<file path="config.mk">
export PLATFORM = sky130hd
export DESIGN_NAME = timer_and_ready_queue_scheduler_core
export DESIGN_NICKNAME = d
export VERILOG_FILES = /design/src/rtl/core/trqs_pkg.sv /design/src/rtl/core/timer_and_ready_queue_scheduler_core.sv /design/src/rtl/core/trqs_mem.sv
export SDC_FILE = /design/constraint.sdc
export NUM_CORES = 2
export LEC_CHECK = 0
export ABC_AREA = 0
export BUFFER_PORTS_ARGS = -buffer_cell sky130_fd_sc_hd__buf_2
export CORE_UTILIZATION = 50
export DETAILED_ROUTE_END_ITERATION = 6
export PLACE_DENSITY = 0.71
export SKIP_LAST_GASP = 1
export SYNTH_ARGS = -nofsm -noshare
export SYNTH_HDL_FRONTEND = slang
export SYNTH_SLANG_ARGS = --single-unit
</file>
<file path="constraint.sdc">
create_clock -name i_clk -period 11.3 [get_ports i_clk]
set_input_delay 1.13 -clock i_clk [delete_from_list [all_inputs] [get_ports i_clk]]
set_output_delay 1.13 -clock i_clk [all_outputs]
set_load 0.02 [all_outputs]
</file>
<file path="src/rtl/core/trqs_pkg.sv">
// ----------------------------------------------------------------------------
// trqs_pkg
// shared constants, codes and result beat type of the timer and ready queue
// scheduler
// ----------------------------------------------------------------------------
package trqs_pkg;

    localparam int POOL_ENTRIES_DEF = 16;
    localparam int TICK_BITS_DEF    = 32;
    localparam int TOKEN_BITS_DEF   = 16;
    localparam int ARG_BITS_DEF     = 32;

    // operation codes
    localparam logic [2:0] OP_TICK      = 3'd0;
    localparam logic [2:0] OP_POST      = 3'd1;
    localparam logic [2:0] OP_POST_DLY  = 3'd2;
    localparam logic [2:0] OP_EMIT      = 3'd3;
    localparam logic [2:0] OP_CANCEL    = 3'd4;
    localparam logic [2:0] OP_RUN       = 3'd5;

    // result kinds
    localparam logic [1:0] KIND_STATUS  = 2'd0;
    localparam logic [1:0] KIND_TASK    = 2'd1;
    localparam logic [1:0] KIND_EVENT   = 2'd2;
    localparam logic [1:0] KIND_SUMMARY = 2'd3;

    // status codes
    localparam logic [1:0] ST_OK        = 2'd0;
    localparam logic [1:0] ST_NULL_HND  = 2'd1;
    localparam logic [1:0] ST_POOL_FULL = 2'd2;

    // entry kinds
    localparam logic ENT_TASK  = 1'b0;
    localparam logic ENT_EVENT = 1'b1;

    typedef struct packed {
        logic [1:0]  kind;
        logic [1:0]  status;
        logic [15:0] handler;
        logic [15:0] out_evt;
        logic [31:0] argument;
        logic        release_arg;
        logic [5:0]  cancel_count;
        logic [31:0] sleep_len;
        logic        last;
    } t_result;

endpackage

</file>
<file path="src/rtl/core/timer_and_ready_queue_scheduler_core.sv">
// ----------------------------------------------------------------------------
// timer_and_ready_queue_scheduler_core
// event loop scheduler over a fixed entry pool: free list, fifo ready queue
// and expiry-sorted timer list, all linked through one entry store
// ----------------------------------------------------------------------------
// usage
//   input channel (i_in_valid / o_in_stall) carries one command beat:
//   tick, post, post delayed, emit event, cancel or run
//   output channel (o_out_valid / i_out_stall) carries result beats; the
//   final beat of each command has o_last set; unused op codes give none
//   o_in_stall is high while a command is in work, one command at a time
// walks
//   post delayed walks the timer list to its place, cancel walks both
//   lists, run moves due timers to the ready tail and then walks the ready
//   queue; each walk step is one read of the store
// reset
//   synchronous, active low; all lists empty, every entry free, tick zero;
//   no clearing pass, link chain comes from per-entry valid bits
// stall
//   a stalled result beat holds; the sequencer waits on it and the command
//   channel stays stalled until the last beat is loaded, not until it is handed over
// ----------------------------------------------------------------------------
module timer_and_ready_queue_scheduler_core #(
    parameter int POOL_ENTRIES = trqs_pkg::POOL_ENTRIES_DEF,
    parameter int TICK_BITS    = trqs_pkg::TICK_BITS_DEF,
    parameter int TOKEN_BITS   = trqs_pkg::TOKEN_BITS_DEF,
    parameter int ARG_BITS     = trqs_pkg::ARG_BITS_DEF
) (
    input  logic        i_clk,
    input  logic        i_rst_n,
    input  logic        i_in_valid,
    output logic        o_in_stall,
    input  logic [2:0]  i_operation,
    input  logic [15:0] i_handler_id,
    input  logic [15:0] i_event_id,
    input  logic [31:0] i_argument,
    input  logic [31:0] i_delay_ticks,
    input  logic        i_managed,
    output logic        o_out_valid,
    input  logic        i_out_stall,
    output logic [1:0]  o_kind,
    output logic [1:0]  o_status,
    output logic [15:0] o_out_handler,
    output logic [15:0] o_out_event,
    output logic [31:0] o_out_argument,
    output logic        o_release_arg,
    output logic [5:0]  o_cancel_count,
    output logic [31:0] o_sleep_ticks,
    output logic        o_last
);

    localparam int AW = $clog2(POOL_ENTRIES);
    localparam int PW = $clog2(POOL_ENTRIES + 1);
    localparam logic [PW-1:0] NIL = PW'(POOL_ENTRIES);

    typedef enum logic [4:0] {
        S_IDLE, S_EMIT, S_ALLOC_RD, S_ALLOC_WR, S_APPEND,
        S_INS_RD, S_INS_CHK, S_INS_LINK, S_INS_PREV,
        S_CAN_RD, S_CAN_CHK, S_CAN_FREE,
        S_RUN_TRD, S_RUN_TCHK, S_RUN_TAPP, S_RUN_RRD, S_RUN_RDIS,
        S_RUN_SRD, S_RUN_SUM
    } t_state;

    t_state r_state;

    // command registers
    logic [2:0]            r_op;
    logic [TOKEN_BITS-1:0] r_hnd;
    logic [TOKEN_BITS-1:0] r_evt;
    logic [ARG_BITS-1:0]   r_arg;
    logic                  r_mgd;
    logic [TICK_BITS-1:0]  r_exp;

    // list heads and walk pointers
    logic [PW-1:0]        r_fhead, r_rhead, r_rtail, r_thead;
    logic [PW-1:0]        r_prev, r_cur, r_ent;
    logic                 r_list;     // cancel: 0 timer list, 1 ready list
    logic [5:0]           r_cnt;
    logic [TICK_BITS-1:0] r_now;

    trqs_pkg::t_result r_pend, r_out;
    trqs_pkg::t_result n_pend, n_disp;
    logic              r_ovalid;

    // store ports
    logic                  m_d_we, m_l_we, m_re;
    logic [AW-1:0]         m_d_addr, m_l_addr, m_raddr;
    logic [PW-1:0]         m_l_link;
    logic                  q_kind, q_managed;
    logic [TOKEN_BITS-1:0] q_token;
    logic [ARG_BITS-1:0]   q_arg;
    logic [TICK_BITS-1:0]  q_expiry;
    logic [PW-1:0]         q_link;

    logic                 can_emit, emit_fire, in_acc, is_evt, match;
    logic [TICK_BITS-1:0] d_ins, d_due, d_sleep;

    trqs_mem #(
        .POOL_ENTRIES(POOL_ENTRIES), .TICK_BITS(TICK_BITS),
        .TOKEN_BITS(TOKEN_BITS), .ARG_BITS(ARG_BITS)
    ) u_mem (
        .i_clk(i_clk), .i_rst_n(i_rst_n),
        .i_d_we(m_d_we), .i_d_addr(m_d_addr),
        .i_d_kind(is_evt ? trqs_pkg::ENT_EVENT : trqs_pkg::ENT_TASK),
        .i_d_token(is_evt ? r_evt : r_hnd), .i_d_arg(r_arg),
        .i_d_managed(is_evt & r_mgd), .i_d_expiry(r_exp),
        .i_l_we(m_l_we), .i_l_addr(m_l_addr), .i_l_link(m_l_link),
        .i_re(m_re), .i_raddr(m_raddr),
        .o_kind(q_kind), .o_token(q_token), .o_arg(q_arg),
        .o_managed(q_managed), .o_expiry(q_expiry), .o_link(q_link)
    );

    assign is_evt    = (r_op == trqs_pkg::OP_EMIT);
    assign can_emit  = !r_ovalid || !i_out_stall;
    assign emit_fire = can_emit && (r_state == S_EMIT || r_state == S_RUN_RDIS);
    assign in_acc    = i_in_valid && !o_in_stall;
    assign o_in_stall = (r_state != S_IDLE);

    // wrap-safe differences
    assign d_ins   = q_expiry - r_exp;
    assign d_due   = r_now - q_expiry;
    assign d_sleep = q_expiry - r_now;
    assign match   = (q_kind == trqs_pkg::ENT_TASK) && (q_token == r_hnd) && (q_arg == r_arg);

    // status beat prepared at command accept; run starts as an empty summary
    always_comb begin
        n_pend      = '0;
        n_pend.last = 1'b1;
        case (i_operation)
            trqs_pkg::OP_POST, trqs_pkg::OP_POST_DLY: begin
                if (TOKEN_BITS'(i_handler_id) == '0) begin
                    n_pend.status = trqs_pkg::ST_NULL_HND;
                end else if (r_fhead == NIL) begin
                    n_pend.status = trqs_pkg::ST_POOL_FULL;
                end
            end
            trqs_pkg::OP_EMIT: begin
                if (r_fhead == NIL) begin
                    // pool full: event goes back with its argument
                    n_pend.status      = trqs_pkg::ST_POOL_FULL;
                    n_pend.out_evt     = 16'(TOKEN_BITS'(i_event_id));
                    n_pend.argument    = 32'(ARG_BITS'(i_argument));
                    n_pend.release_arg = i_managed;
                end
            end
            trqs_pkg::OP_CANCEL: begin
                if (TOKEN_BITS'(i_handler_id) == '0) begin
                    n_pend.status = trqs_pkg::ST_NULL_HND;
                end
            end
            trqs_pkg::OP_RUN: begin
                n_pend.kind      = trqs_pkg::KIND_SUMMARY;
                n_pend.sleep_len = 32'({TICK_BITS{1'b1}});
            end
            default: ;
        endcase
    end

    // dispatch beat of the ready entry just read
    always_comb begin
        n_disp = '0;
        if (q_kind == trqs_pkg::ENT_TASK) begin
            n_disp.kind    = trqs_pkg::KIND_TASK;
            n_disp.handler = 16'(q_token);
        end else begin
            n_disp.kind        = trqs_pkg::KIND_EVENT;
            n_disp.out_evt     = 16'(q_token);
            n_disp.release_arg = q_managed;
        end
        n_disp.argument = 32'(q_arg);
    end

    // store access per state; reads and writes never share a cycle
    always_comb begin
        m_d_we   = 1'b0;
        m_l_we   = 1'b0;
        m_re     = 1'b0;
        m_d_addr = r_ent[AW-1:0];
        m_l_addr = r_ent[AW-1:0];
        m_l_link = NIL;
        m_raddr  = r_cur[AW-1:0];
        case (r_state)
            S_ALLOC_RD: begin
                m_re    = 1'b1;
                m_raddr = r_fhead[AW-1:0];
            end
            S_ALLOC_WR: begin
                m_d_we = 1'b1;
                m_l_we = 1'b1;
            end
            S_APPEND, S_RUN_TAPP: begin
                m_l_we   = (r_rtail != NIL);
                m_l_addr = r_rtail[AW-1:0];
                m_l_link = r_ent;
            end
            S_INS_RD, S_CAN_RD, S_RUN_RRD: begin
                m_re = (r_cur != NIL);
            end
            S_INS_LINK: begin
                m_l_we   = 1'b1;
                m_l_link = r_cur;
            end
            S_INS_PREV: begin
                m_l_we   = 1'b1;
                m_l_addr = r_prev[AW-1:0];
                m_l_link = r_ent;
            end
            S_CAN_CHK: begin
                m_l_we   = match && (r_prev != NIL);
                m_l_addr = r_prev[AW-1:0];
                m_l_link = q_link;
            end
            S_CAN_FREE: begin
                m_l_we   = 1'b1;
                m_l_link = r_fhead;
            end
            S_RUN_TRD, S_RUN_SRD: begin
                m_re    = (r_thead != NIL);
                m_raddr = r_thead[AW-1:0];
            end
            S_RUN_TCHK: begin
                m_l_we   = !d_due[TICK_BITS-1];
                m_l_addr = r_thead[AW-1:0];
            end
            S_RUN_RDIS: begin
                m_l_we   = can_emit;
                m_l_addr = r_cur[AW-1:0];
                m_l_link = r_fhead;
            end
            default: ;
        endcase
    end

    // result register valid: set on a loaded beat, cleared once taken
    always_ff @(posedge i_clk) begin
        if (!i_rst_n) begin
            r_ovalid <= 1'b0;
        end else if (emit_fire) begin
            r_ovalid <= 1'b1;
        end else if (!i_out_stall) begin
            r_ovalid <= 1'b0;
        end
    end

    always_ff @(posedge i_clk) begin
        if (!i_rst_n) begin
            r_state  <= S_IDLE;
            r_fhead  <= '0;
            r_rhead  <= NIL;
            r_rtail  <= NIL;
            r_thead  <= NIL;
            r_now    <= '0;
        end else begin
            case (r_state)
                S_IDLE: begin
                    if (in_acc) begin
                        r_op   <= i_operation;
                        r_hnd  <= TOKEN_BITS'(i_handler_id);
                        r_evt  <= TOKEN_BITS'(i_event_id);
                        r_arg  <= ARG_BITS'(i_argument);
                        r_mgd  <= i_managed;
                        r_exp  <= r_now + TICK_BITS'(i_delay_ticks);
                        r_pend <= n_pend;
                        r_cnt  <= '0;
                        r_prev <= NIL;
                        r_list <= 1'b0;
                        r_cur  <= r_thead;
                        case (i_operation)
                            trqs_pkg::OP_TICK: begin
                                r_now   <= r_now + TICK_BITS'(1);
                                r_state <= S_EMIT;
                            end
                            trqs_pkg::OP_POST, trqs_pkg::OP_POST_DLY: begin
                                if (TOKEN_BITS'(i_handler_id) == '0 || r_fhead == NIL) begin
                                    r_state <= S_EMIT;
                                end else begin
                                    r_state <= S_ALLOC_RD;
                                end
                            end
                            trqs_pkg::OP_EMIT: begin
                                r_state <= (r_fhead == NIL) ? S_EMIT : S_ALLOC_RD;
                            end
                            trqs_pkg::OP_CANCEL: begin
                                if (TOKEN_BITS'(i_handler_id) == '0) begin
                                    r_state <= S_EMIT;
                                end else begin
                                    r_state <= S_CAN_RD;
                                end
                            end
                            trqs_pkg::OP_RUN: r_state <= S_RUN_TRD;
                            default: r_state <= S_IDLE;
                        endcase
                    end
                end
                S_EMIT: begin
                    if (can_emit) begin
                        r_out   <= r_pend;
                        r_state <= S_IDLE;
                    end
                end
                // allocation from the free list head
                S_ALLOC_RD: begin
                    r_ent   <= r_fhead;
                    r_state <= S_ALLOC_WR;
                end
                S_ALLOC_WR: begin
                    r_fhead <= q_link;
                    r_prev  <= NIL;
                    r_cur   <= r_thead;
                    r_state <= (r_op == trqs_pkg::OP_POST_DLY) ? S_INS_RD : S_APPEND;
                end
                S_APPEND: begin
                    if (r_rtail == NIL) begin
                        r_rhead <= r_ent;
                    end
                    r_rtail <= r_ent;
                    r_state <= S_EMIT;
                end
                // sorted insert, equal expiries stay ahead
                S_INS_RD: begin
                    r_state <= (r_cur == NIL) ? S_INS_LINK : S_INS_CHK;
                end
                S_INS_CHK: begin
                    if (d_ins != '0 && !d_ins[TICK_BITS-1]) begin
                        r_state <= S_INS_LINK;
                    end else begin
                        r_prev  <= r_cur;
                        r_cur   <= q_link;
                        r_state <= S_INS_RD;
                    end
                end
                S_INS_LINK: begin
                    if (r_prev == NIL) begin
                        r_thead <= r_ent;
                        r_state <= S_EMIT;
                    end else begin
                        r_state <= S_INS_PREV;
                    end
                end
                S_INS_PREV: r_state <= S_EMIT;
                // cancel walk: timer list, then ready list
                S_CAN_RD: begin
                    if (r_cur != NIL) begin
                        r_state <= S_CAN_CHK;
                    end else if (!r_list) begin
                        r_list <= 1'b1;
                        r_prev <= NIL;
                        r_cur  <= r_rhead;
                    end else begin
                        // last kept entry becomes the ready tail
                        r_rtail             <= r_prev;
                        r_pend.cancel_count <= r_cnt;
                        r_state             <= S_EMIT;
                    end
                end
                S_CAN_CHK: begin
                    r_cur <= q_link;
                    if (match) begin
                        if (r_prev == NIL) begin
                            if (r_list) begin
                                r_rhead <= q_link;
                            end else begin
                                r_thead <= q_link;
                            end
                        end
                        r_ent   <= r_cur;
                        r_cnt   <= r_cnt + 6'd1;
                        r_state <= S_CAN_FREE;
                    end else begin
                        r_prev  <= r_cur;
                        r_state <= S_CAN_RD;
                    end
                end
                S_CAN_FREE: begin
                    r_fhead <= r_ent;
                    r_state <= S_CAN_RD;
                end
                // run: due timers to the ready tail
                S_RUN_TRD: begin
                    if (r_thead == NIL) begin
                        r_cur   <= r_rhead;
                        r_rhead <= NIL;
                        r_rtail <= NIL;
                        r_state <= S_RUN_RRD;
                    end else begin
                        r_state <= S_RUN_TCHK;
                    end
                end
                S_RUN_TCHK: begin
                    if (d_due[TICK_BITS-1]) begin
                        r_cur   <= r_rhead;
                        r_rhead <= NIL;
                        r_rtail <= NIL;
                        r_state <= S_RUN_RRD;
                    end else begin
                        r_ent   <= r_thead;
                        r_thead <= q_link;
                        r_state <= S_RUN_TAPP;
                    end
                end
                S_RUN_TAPP: begin
                    if (r_rtail == NIL) begin
                        r_rhead <= r_ent;
                    end
                    r_rtail <= r_ent;
                    r_state <= S_RUN_TRD;
                end
                // run: dispatch and free the ready queue
                S_RUN_RRD: begin
                    r_state <= (r_cur == NIL) ? S_RUN_SRD : S_RUN_RDIS;
                end
                S_RUN_RDIS: begin
                    if (can_emit) begin
                        r_out   <= n_disp;
                        r_fhead <= r_cur;
                        r_cur   <= q_link;
                        r_state <= S_RUN_RRD;
                    end
                end
                S_RUN_SRD: begin
                    // no timer pending keeps the all-ones sleep
                    r_state <= (r_thead == NIL) ? S_EMIT : S_RUN_SUM;
                end
                S_RUN_SUM: begin
                    r_pend.sleep_len <= (d_sleep != '0 && !d_sleep[TICK_BITS-1])
                                        ? 32'(d_sleep) : 32'd0;
                    r_state <= S_EMIT;
                end
                default: r_state <= S_IDLE;
            endcase
        end
    end

    assign o_out_valid    = r_ovalid;
    assign o_kind         = r_out.kind;
    assign o_status       = r_out.status;
    assign o_out_handler  = r_out.handler;
    assign o_out_event    = r_out.out_evt;
    assign o_out_argument = r_out.argument;
    assign o_release_arg  = r_out.release_arg;
    assign o_cancel_count = r_out.cancel_count;
    assign o_sleep_ticks  = r_out.sleep_len;
    assign o_last         = r_out.last;

    // ready queue head and tail are empty together between commands
    a_ready_ends: assert property (@(posedge i_clk) disable iff (!i_rst_n)
        (r_state == S_IDLE) |-> ((r_rhead == NIL) == (r_rtail == NIL)))
        else $error("ready head and tail disagree on empty");

    // free list head is always an entry or null
    a_free_head: assert property (@(posedge i_clk) disable iff (!i_rst_n)
        r_fhead <= NIL)
        else $error("free head out of range");

    // cancel never removes more than the pool holds
    a_cancel_cnt: assert property (@(posedge i_clk) disable iff (!i_rst_n)
        (r_state == S_CAN_RD || r_state == S_CAN_CHK || r_state == S_CAN_FREE)
        |-> (r_cnt <= 6'(POOL_ENTRIES)))
        else $error("cancel count beyond pool size");

endmodule

</file>
<file path="src/rtl/core/trqs_mem.sv">
// ----------------------------------------------------------------------------
// trqs_mem
// entry store: payload memory and link memory, one write port each, one
// shared registered read port; links read as index order until written
// ----------------------------------------------------------------------------
module trqs_mem #(
    parameter int POOL_ENTRIES = trqs_pkg::POOL_ENTRIES_DEF,
    parameter int TICK_BITS    = trqs_pkg::TICK_BITS_DEF,
    parameter int TOKEN_BITS   = trqs_pkg::TOKEN_BITS_DEF,
    parameter int ARG_BITS     = trqs_pkg::ARG_BITS_DEF,
    localparam int AW          = $clog2(POOL_ENTRIES),
    localparam int PW          = $clog2(POOL_ENTRIES + 1)
) (
    input  logic                  i_clk,
    input  logic                  i_rst_n,
    input  logic                  i_d_we,
    input  logic [AW-1:0]         i_d_addr,
    input  logic                  i_d_kind,
    input  logic [TOKEN_BITS-1:0] i_d_token,
    input  logic [ARG_BITS-1:0]   i_d_arg,
    input  logic                  i_d_managed,
    input  logic [TICK_BITS-1:0]  i_d_expiry,
    input  logic                  i_l_we,
    input  logic [AW-1:0]         i_l_addr,
    input  logic [PW-1:0]         i_l_link,
    input  logic                  i_re,
    input  logic [AW-1:0]         i_raddr,
    output logic                  o_kind,
    output logic [TOKEN_BITS-1:0] o_token,
    output logic [ARG_BITS-1:0]   o_arg,
    output logic                  o_managed,
    output logic [TICK_BITS-1:0]  o_expiry,
    output logic [PW-1:0]         o_link
);

    localparam int DW = 1 + TOKEN_BITS + ARG_BITS + 1 + TICK_BITS;

    logic [DW-1:0]           r_dmem [POOL_ENTRIES];
    logic [PW-1:0]           r_lmem [POOL_ENTRIES];
    logic [POOL_ENTRIES-1:0] r_lvalid;
    logic [DW-1:0]           r_dq;
    logic [PW-1:0]           r_lq;

    always_ff @(posedge i_clk) begin
        if (i_d_we) begin
            r_dmem[i_d_addr] <= {i_d_kind, i_d_token, i_d_arg, i_d_managed, i_d_expiry};
        end
        if (i_l_we) begin
            r_lmem[i_l_addr] <= i_l_link;
        end
        if (i_re) begin
            r_dq <= r_dmem[i_raddr];
            // unwritten link: reset chain points at the next index
            r_lq <= r_lvalid[i_raddr] ? r_lmem[i_raddr] : PW'(i_raddr) + PW'(1);
        end
    end

    always_ff @(posedge i_clk) begin
        if (!i_rst_n) begin
            r_lvalid <= '0;
        end else if (i_l_we) begin
            r_lvalid[i_l_addr] <= 1'b1;
        end
    end

    assign {o_kind, o_token, o_arg, o_managed, o_expiry} = r_dq;
    assign o_link = r_lq;

endmodule

</file>
Word-level counts from Yosys, hierarchy flattened
Memories as Yosys holds them, arrays and structs flattened. A register that Yosys moved wholly into a read port is not among the register bits.
Index checks and enable logic that the tools add are counted.
{"block": "totals", "ram_bits": 1392, "in_bits": 104, "memories": 2, "regBits": 400, "mem_bits_ro": 0, "output_inout_bits": 110, "latch_bits": 0, "word_cells": 263}
{"memory": "u_mem.r_dmem", "depth": 16, "word_bits": 82, "read_ports": 1, "rd_ports_with_merged_regs": 1, "write_ports": 1, "line": "trqs_mem.sv:38", "rtl": "logic [DW-1:0] r_dmem [POOL_ENTRIES];"}
{"memory": "u_mem.r_lmem", "depth": 16, "word_bits": 5, "read_ports": 1, "rd_ports_with_merged_regs": 0, "write_ports": 1, "line": "trqs_mem.sv:39", "rtl": "logic [PW-1:0] r_lmem [POOL_ENTRIES];"}
{"block": "op_classes", "shift": 0, "mul": 0, "n_mux": 98, "n_eq_ne": 55, "n_addsub": 7, "div": 0, "n_reduce_logical": 59, "order_cmp": 3, "n_bitwise": 3}
{"operator": "108-bit two-way mux", "count": 2}
{"operator": "108-bit one-hot mux with 2 select lines", "count": 1}
{"operator": "5-bit two-way mux", "count": 35}
{"operator": "32-bit subtractor", "count": 3}
{"operator": "5-bit one-hot mux with 17 select lines", "count": 1}
{"operator": "32-bit two-way mux", "count": 2}
{"operator": "32-bit one-hot mux with 2 select lines", "count": 1}
{"operator": "32-bit nonzero test", "count": 2}
{"operator": "5-bit one-hot mux with 4 select lines", "count": 3}
{"operator": "16-bit two-way mux", "count": 3}
{"operator": "5-bit one-hot mux with 3 select lines", "count": 3}
{"operator": "5-bit by 4-bit == test with 1-bit output, second input constant", "count": 8}
{"operator": "5-bit == test, second input constant", "count": 8}
{"operator": "5-bit one-hot mux with 8 select lines", "count": 1}
{"operator": "39-bit two-way mux", "count": 1}
{"operator": "32-bit by 1-bit adder with 32-bit output, second input constant", "count": 1}
{"operator": "32-bit adder", "count": 1}
{"operator": "32-bit == test", "count": 1}
{"operator": "2-bit != test, second input constant", "count": 16}
{"operator": "5-bit one-hot mux with 5 select lines", "count": 1}
{"operator": "6-bit two-way mux", "count": 4}
{"operator": "6-bit one-hot mux with 2 select lines", "count": 2}
{"operator": "5-bit by 3-bit == test with 1-bit output, second input constant", "count": 4}
{"operator": "5-bit != test, second input constant", "count": 4}
{"operator": "other kinds (48)", "count": 117}

Logic depth before layout (Yosys ltp)
{"block": "logic_depth", "depth_word": 8, "ltp_mapped": 16, "depth_no_buf": 13}

Modules after synthesis
Synthesis repeated with hierarchy kept, for this count alone.
{"block": "unflattened", "cells_unflattened": 4648, "hier_area_um2": 78390.2}
{"mod": "trqs_mem", "n_inst": 1, "seq_area_each_um2": 44732.9, "cells_per_inst": 2397, "area_each_um2": 56339.0}
{"mod": "timer_and_ready_queue_scheduler_core", "n_inst": 1, "seq_area_each_um2": 10770.3, "cells_per_inst": 2251, "area_each_um2": 22051.1}

Least setup slack after synthesis
OpenSTA, ideal clock, no wires.
{"block": "synth_path", "path_type": "flip-flop to flip-flop", "from": "reg r_state[3]", "to": "reg u_mem.r_lq[0] (netlist: u_mem.o_link[0]), enable pin", "required_time_ns": 10.648, "setup_time_ns": 0.652, "t_arrival_ns": 7.505, "n_path_buf": 2, "path_stages_with_launch": 7, "setup_slack_ns": 3.143, "period_less_slack_ns": 8.157, "cell_sequence": "dfxtp_1 > clkbuf_1 > buf_1 > xor2_1 > nand2b_1 > a2bb2oi_1 > o21ai_0"}
{"block": "synth_between", "elab_chain_len": 3, "word_cells_on_any_way": 9, "cone_classes": "eq/ne: 6; mux: 1; reduce/logical: 2"}
{"element": "start, declared", "line": "timer_and_ready_queue_scheduler_core.sv:64", "rtl": "t_state r_state;"}
{"element": "start signal, assigned", "line": "timer_and_ready_queue_scheduler_core.sv:281", "rtl": "r_state <= (r_fhead == NIL) ? S_EMIT : S_ALLOC_RD;"}
{"element": "start signal, assigned", "line": "timer_and_ready_queue_scheduler_core.sv:310", "rtl": "r_state <= (r_op == trqs_pkg::OP_POST_DLY) ? S_INS_RD : S_APPEND;"}
{"element": "start signal, assigned", "line": "timer_and_ready_queue_scheduler_core.sv:321", "rtl": "r_state <= (r_cur == NIL) ? S_INS_LINK : S_INS_CHK;"}
{"element": "5-bit by 4-bit == test with 1-bit output, or another cell as far along", "line": "timer_and_ready_queue_scheduler_core.sv:182", "rtl": "case (r_state)"}
{"element": "3-bit OR reduction / 2-bit OR reduction (equally long branches)", "line": "timer_and_ready_queue_scheduler_core.sv:182"}
{"element": "1-bit one-hot mux with 3 select lines (*)", "line": "timer_and_ready_queue_scheduler_core.sv:182"}
{"element": "net m_re", "line": "timer_and_ready_queue_scheduler_core.sv:86", "rtl": "logic m_d_we, m_l_we, m_re;"}
{"element": "end signal, assigned", "line": "trqs_mem.sv:54", "rtl": "r_lq <= r_lvalid[i_raddr] ? r_lmem[i_raddr] : PW'(i_raddr) + PW'(1);"}
{"element": "end, declared", "line": "trqs_mem.sv:42", "rtl": "logic [PW-1:0] r_lq;"}
Mark *: on every way through the listed nets, which the timed path passes. The rest lies on a longest branch.
A chain may end at the register's enable or synchronous reset.

Worst setup path after layout
{"block": "layout_path", "from": "reg r_state[4]", "to": "reg u_mem.r_dq[21], read port of u_mem.r_dmem (data pin)"}
{"block": "layout_between", "elab_chain_len": 3, "word_cells_on_any_way": 10, "cone_classes": "eq/ne: 6; mux: 2; reduce/logical: 2"}
{"element": "5-bit by 4-bit == test with 1-bit output, or another cell as far along", "line": "timer_and_ready_queue_scheduler_core.sv:182"}
{"element": "3-bit OR reduction / 2-bit OR reduction (equally long branches)", "line": "timer_and_ready_queue_scheduler_core.sv:182"}
{"element": "1-bit one-hot mux with 3 select lines / 4-bit one-hot mux with 2 select lines (equally long branches)", "line": "timer_and_ready_queue_scheduler_core.sv:182"}
{"element": "end, declared", "line": "trqs_mem.sv:41", "rtl": "logic [DW-1:0] r_dq;"}
Parallel ways exist; a longest one is shown, timed or not.

==> run summary <==
Status = finished, violations left
Violated checks = design-rule violations
TritonRoute pass-1 iters = 7
Proportion of layout cells with a drive suffix above 1 = 11.9%
Via total after detailed routing = 48254
Period utilisation layout = 60.5%
Mean Syn Cell Area = 14.4 um^2
WL/cell = 24.7 um
Slew Limit Fails = 0
Final instance area = 89300 um^2
First-pass GRT wire length = 291000 um
Hold path start = u_mem.r_lvalid[8]
Chip height = 403 um
Post-Syn Instances = 5583
Max rail drop VDD = 0.000127 V
Crit-path cells = nand4bb_1, a21oi_2, nor2_2, a221oi_4, buf_4, buf_4, buf_4, buf_4, mux2i_1, mux4_2, a21oi_1
Largest net degree at the start of global routing = 193
R2R Setup Slk = 4.46 ns
Max cap viols = 0
Critical Path End = u_mem.r_dq[21]
Hold_buf cts = 0
Fmax = 0.146 GHz
Leak = 31.2 nW
Final HPWL DP = 110000 um
Sequential fraction of the synthesis area = 69.1%
Worst hold-check path type = flip-flop to flip-flop
Slowest stage cell, crit path = buf_4
EDFF count, synth = 1799
Setup Buffers After CTS = 0
Vias per cell = 6.06
DR DRC count = 4
Met2 WL = 94500 um
Routed wire length = 197000 um
WL met3 = 15300 um
Final core utilization = 56.2%
Setup_tns = 0 ns
FF+latch count, synth = 1873
CTS tree = done
Number of distinct library cells after synthesis = 92
CTS Buffer Depth = 3
Share of the synthesized area in the top cell type = 67.2%
Total die area = 162000 um^2
Pre-CTS setup slack = 4.57 ns
RSZ-0062 raised after global routing = false
Initial antenna violation count = 7
Worst-case reg-to-reg path depth = 11
Routed met1 length = 81300 um
Endpoints failing setup = 0
Cell Pwr Density = 177 nW/um^2
CP peak stage delay = 0.89 ns
# fillers = 12306
Nets@finish = 5970
Final clock skew = 0.0285 ns
Gr usage total = 23.9%
Setup crit end kind = flip-flop
Worst r2r src = r_state[4]
Top cells by area, synth = edfxtp_1 67%, mux2i_1 4.3%, nand2_1 3.3%
Main synth FF type = edfxtp_1
Synthesis Warnings = 0
DRT iter0 DRCs = 5508
CTS buffer count = 185
CP Class = flip-flop to flip-flop
CTS sink cnt = 1873
Cell with the most instances after synthesis = edfxtp_1
Async set-reset flop share out of synthesis = 0%
Cell repeated most along the worst path = buf_4
GRT overflow = 0
CP Max Fanout = 76
Io pins = 214
Non-Filler Instances = 7965
H-Tree Depth = 4
# placed instances = 7621
Mapped Nets = 5817
Row cnt = 146
Initial core utilization = 50.5%
Fin. Hold Viols = 0
Cell Area, Synth = 80300 um^2
Port buffer count = 213
Clock Latency Late Sink = 0.84 ns
Post-route ant nets = 0
Clk pin slew, worst setup/hold paths = 0.07 ns
Tmin final = 6.84 ns
Slew Limit Headroom = 6.98%
Resized cells post-CTS = 0
Worst Path Arrival = 7.49 ns
Area Overhead vs Synth = 11.2%
Worst R2R End = u_mem.r_dq[21]
Vias in the first global route = 46122
Clock Root Buffer = clkbuf_16
WP data required = 11.95 ns
Crit path launch = r_state[4]
Total power = 15.8 mW
Core Region = 159000 um^2
Fin worst setup slack = 4.46 ns
Min Hold Slack = 0.446 ns
Gp weighted congestion = 0.860
Die X = 403 um
Worst-Margin Slew = 1.39 ns
Post-DP Area = 83400 um^2
Synth area leader = edfxtp_1
Post-synth top cells = 1799 x edfxtp_1, 714 x nand2_1, 346 x mux2i_1
Critical Path Start Type = flip-flop
Highest Signal Layer = met5
[report_power, final]
part | internal, mW | total [mW] | switching, mW
logic | 0.667 | 1.84 | 1.17
registers | 7.81 | 7.98 | 0.167
clock network | 3.39 | 6.02 | 2.63
[registers in the layout, indices dropped and copies added, names as in the netlist, 6 cells and up]
name,count
r_arg,32
o_out_argument,32
o_sleep_ticks,32
o_out_handler,16
o_cancel_count,6
u_mem.r_lvalid,16
r_exp,32
o_out_event,16
r_evt,16
u_mem.r_dq,82
r_cnt,6
r_pend,90
u_mem.r_dmem,1312
r_now,32
u_mem.r_lmem,80
r_hnd,16
[layout make-up]
| type | count | area, um^2 | share of cell area, % |
|---|---|---|---|
| Sequential cell | 1873 | 55500 | 62.1 |
| Antenna cell | 1 | 2.50 | 0.00280 |
| Multi-Input combinational cell | 3258 | 23100 | 25.9 |
| Tap cell | 2072 | 2590 | 2.90 |
| Clock inverter | 116 | 973 | 1.09 |
| Inverter | 131 | 507 | 0.567 |
| Timing Repair Buffer | 287 | 1670 | 1.87 |
| Clock buffer | 227 | 4970 | 5.56 |
[logic make-up after synthesis]
logic type | Yosys count | synth area share, %
adder cells (fa/ha/maj) | 131 | 2.07
buffers and inverters | 452 | 2.42
AO/OA/AOI/OAI | 1003 | 8.87
XOR/XNOR | 154 | 1.68
flip-flops | 1873 | 69.1
AND/OR/NAND/NOR | 1540 | 9.21
multiplexers | 430 | 6.67
[critical path: cells and delay by family, from the launching register on]
| family | cells | cell delay, ns |
|---|---|---|
| AOI/OAI and AO/OA | 3 | 1.20 |
| buffers and inverters | 4 | 3.24 |
| DFF | 1 | 0.84 |
| muxes | 2 | 0.68 |
| and+or+nand+nor | 2 | 0.45 |
[worst min-delay path by stage]
| stage | to | slack (ns) | cells after the start |
|---|---|---|---|
| final | u_mem.r_lvalid[8] | 0.45 | 2 |
| after global placement | u_mem.r_lvalid[8] | 0.42 | 2 |
| after global routing | r_arg[17] | 0.46 | 1 |
| after CTS | r_arg[6] | 0.43 | 1 |
| after floorplan | u_mem.r_lvalid[8] | 0.41 | 2 |
| after detailed placement | u_mem.r_lvalid[8] | 0.43 | 2 |
[metal layers]
metal,up-vias,track usage (%)
li1,21659,-
met1,24202,33.3
met2,2065,38.3
met3,322,3.80
met4,6,8.07
met5,-,0
[cells in the final DEF (no fill, tap or decap), types with 15 or more instances in the layout]
cell       synthesis  layout
xnor2_1           95      95
xor2_1            59      59
nor2b_1           21      21
buf_2             54     213
nand4_1           37      37
ha_1             127     127
clkinv_1           1      45
nand3_1           44      44
o21ai_0          139     137
and2_1           334     333
a21oi_1          200     200
edfxtp_1        1799    1799
nor2_1           120     105
a211oi_1         197     197
a22oi_1           25      25
a21o_1            61      61
nand2b_1          17      17
a31oi_1           19      19
o41ai_1           16      16
inv_1            129     128
nor3_1           147     141
or3_1             15      15
clkinv_2           0      38
mux4_2            84      84
a311oi_1         196     196
mux2i_1          346     346
dfxtp_1           74      74
nand2_1          714     713
clkbuf_16          0     193
clkbuf_1         208      33
nor4_1            26      26
buf_4             35      70
No activity file was read; power rests on OpenSTA's default activity.
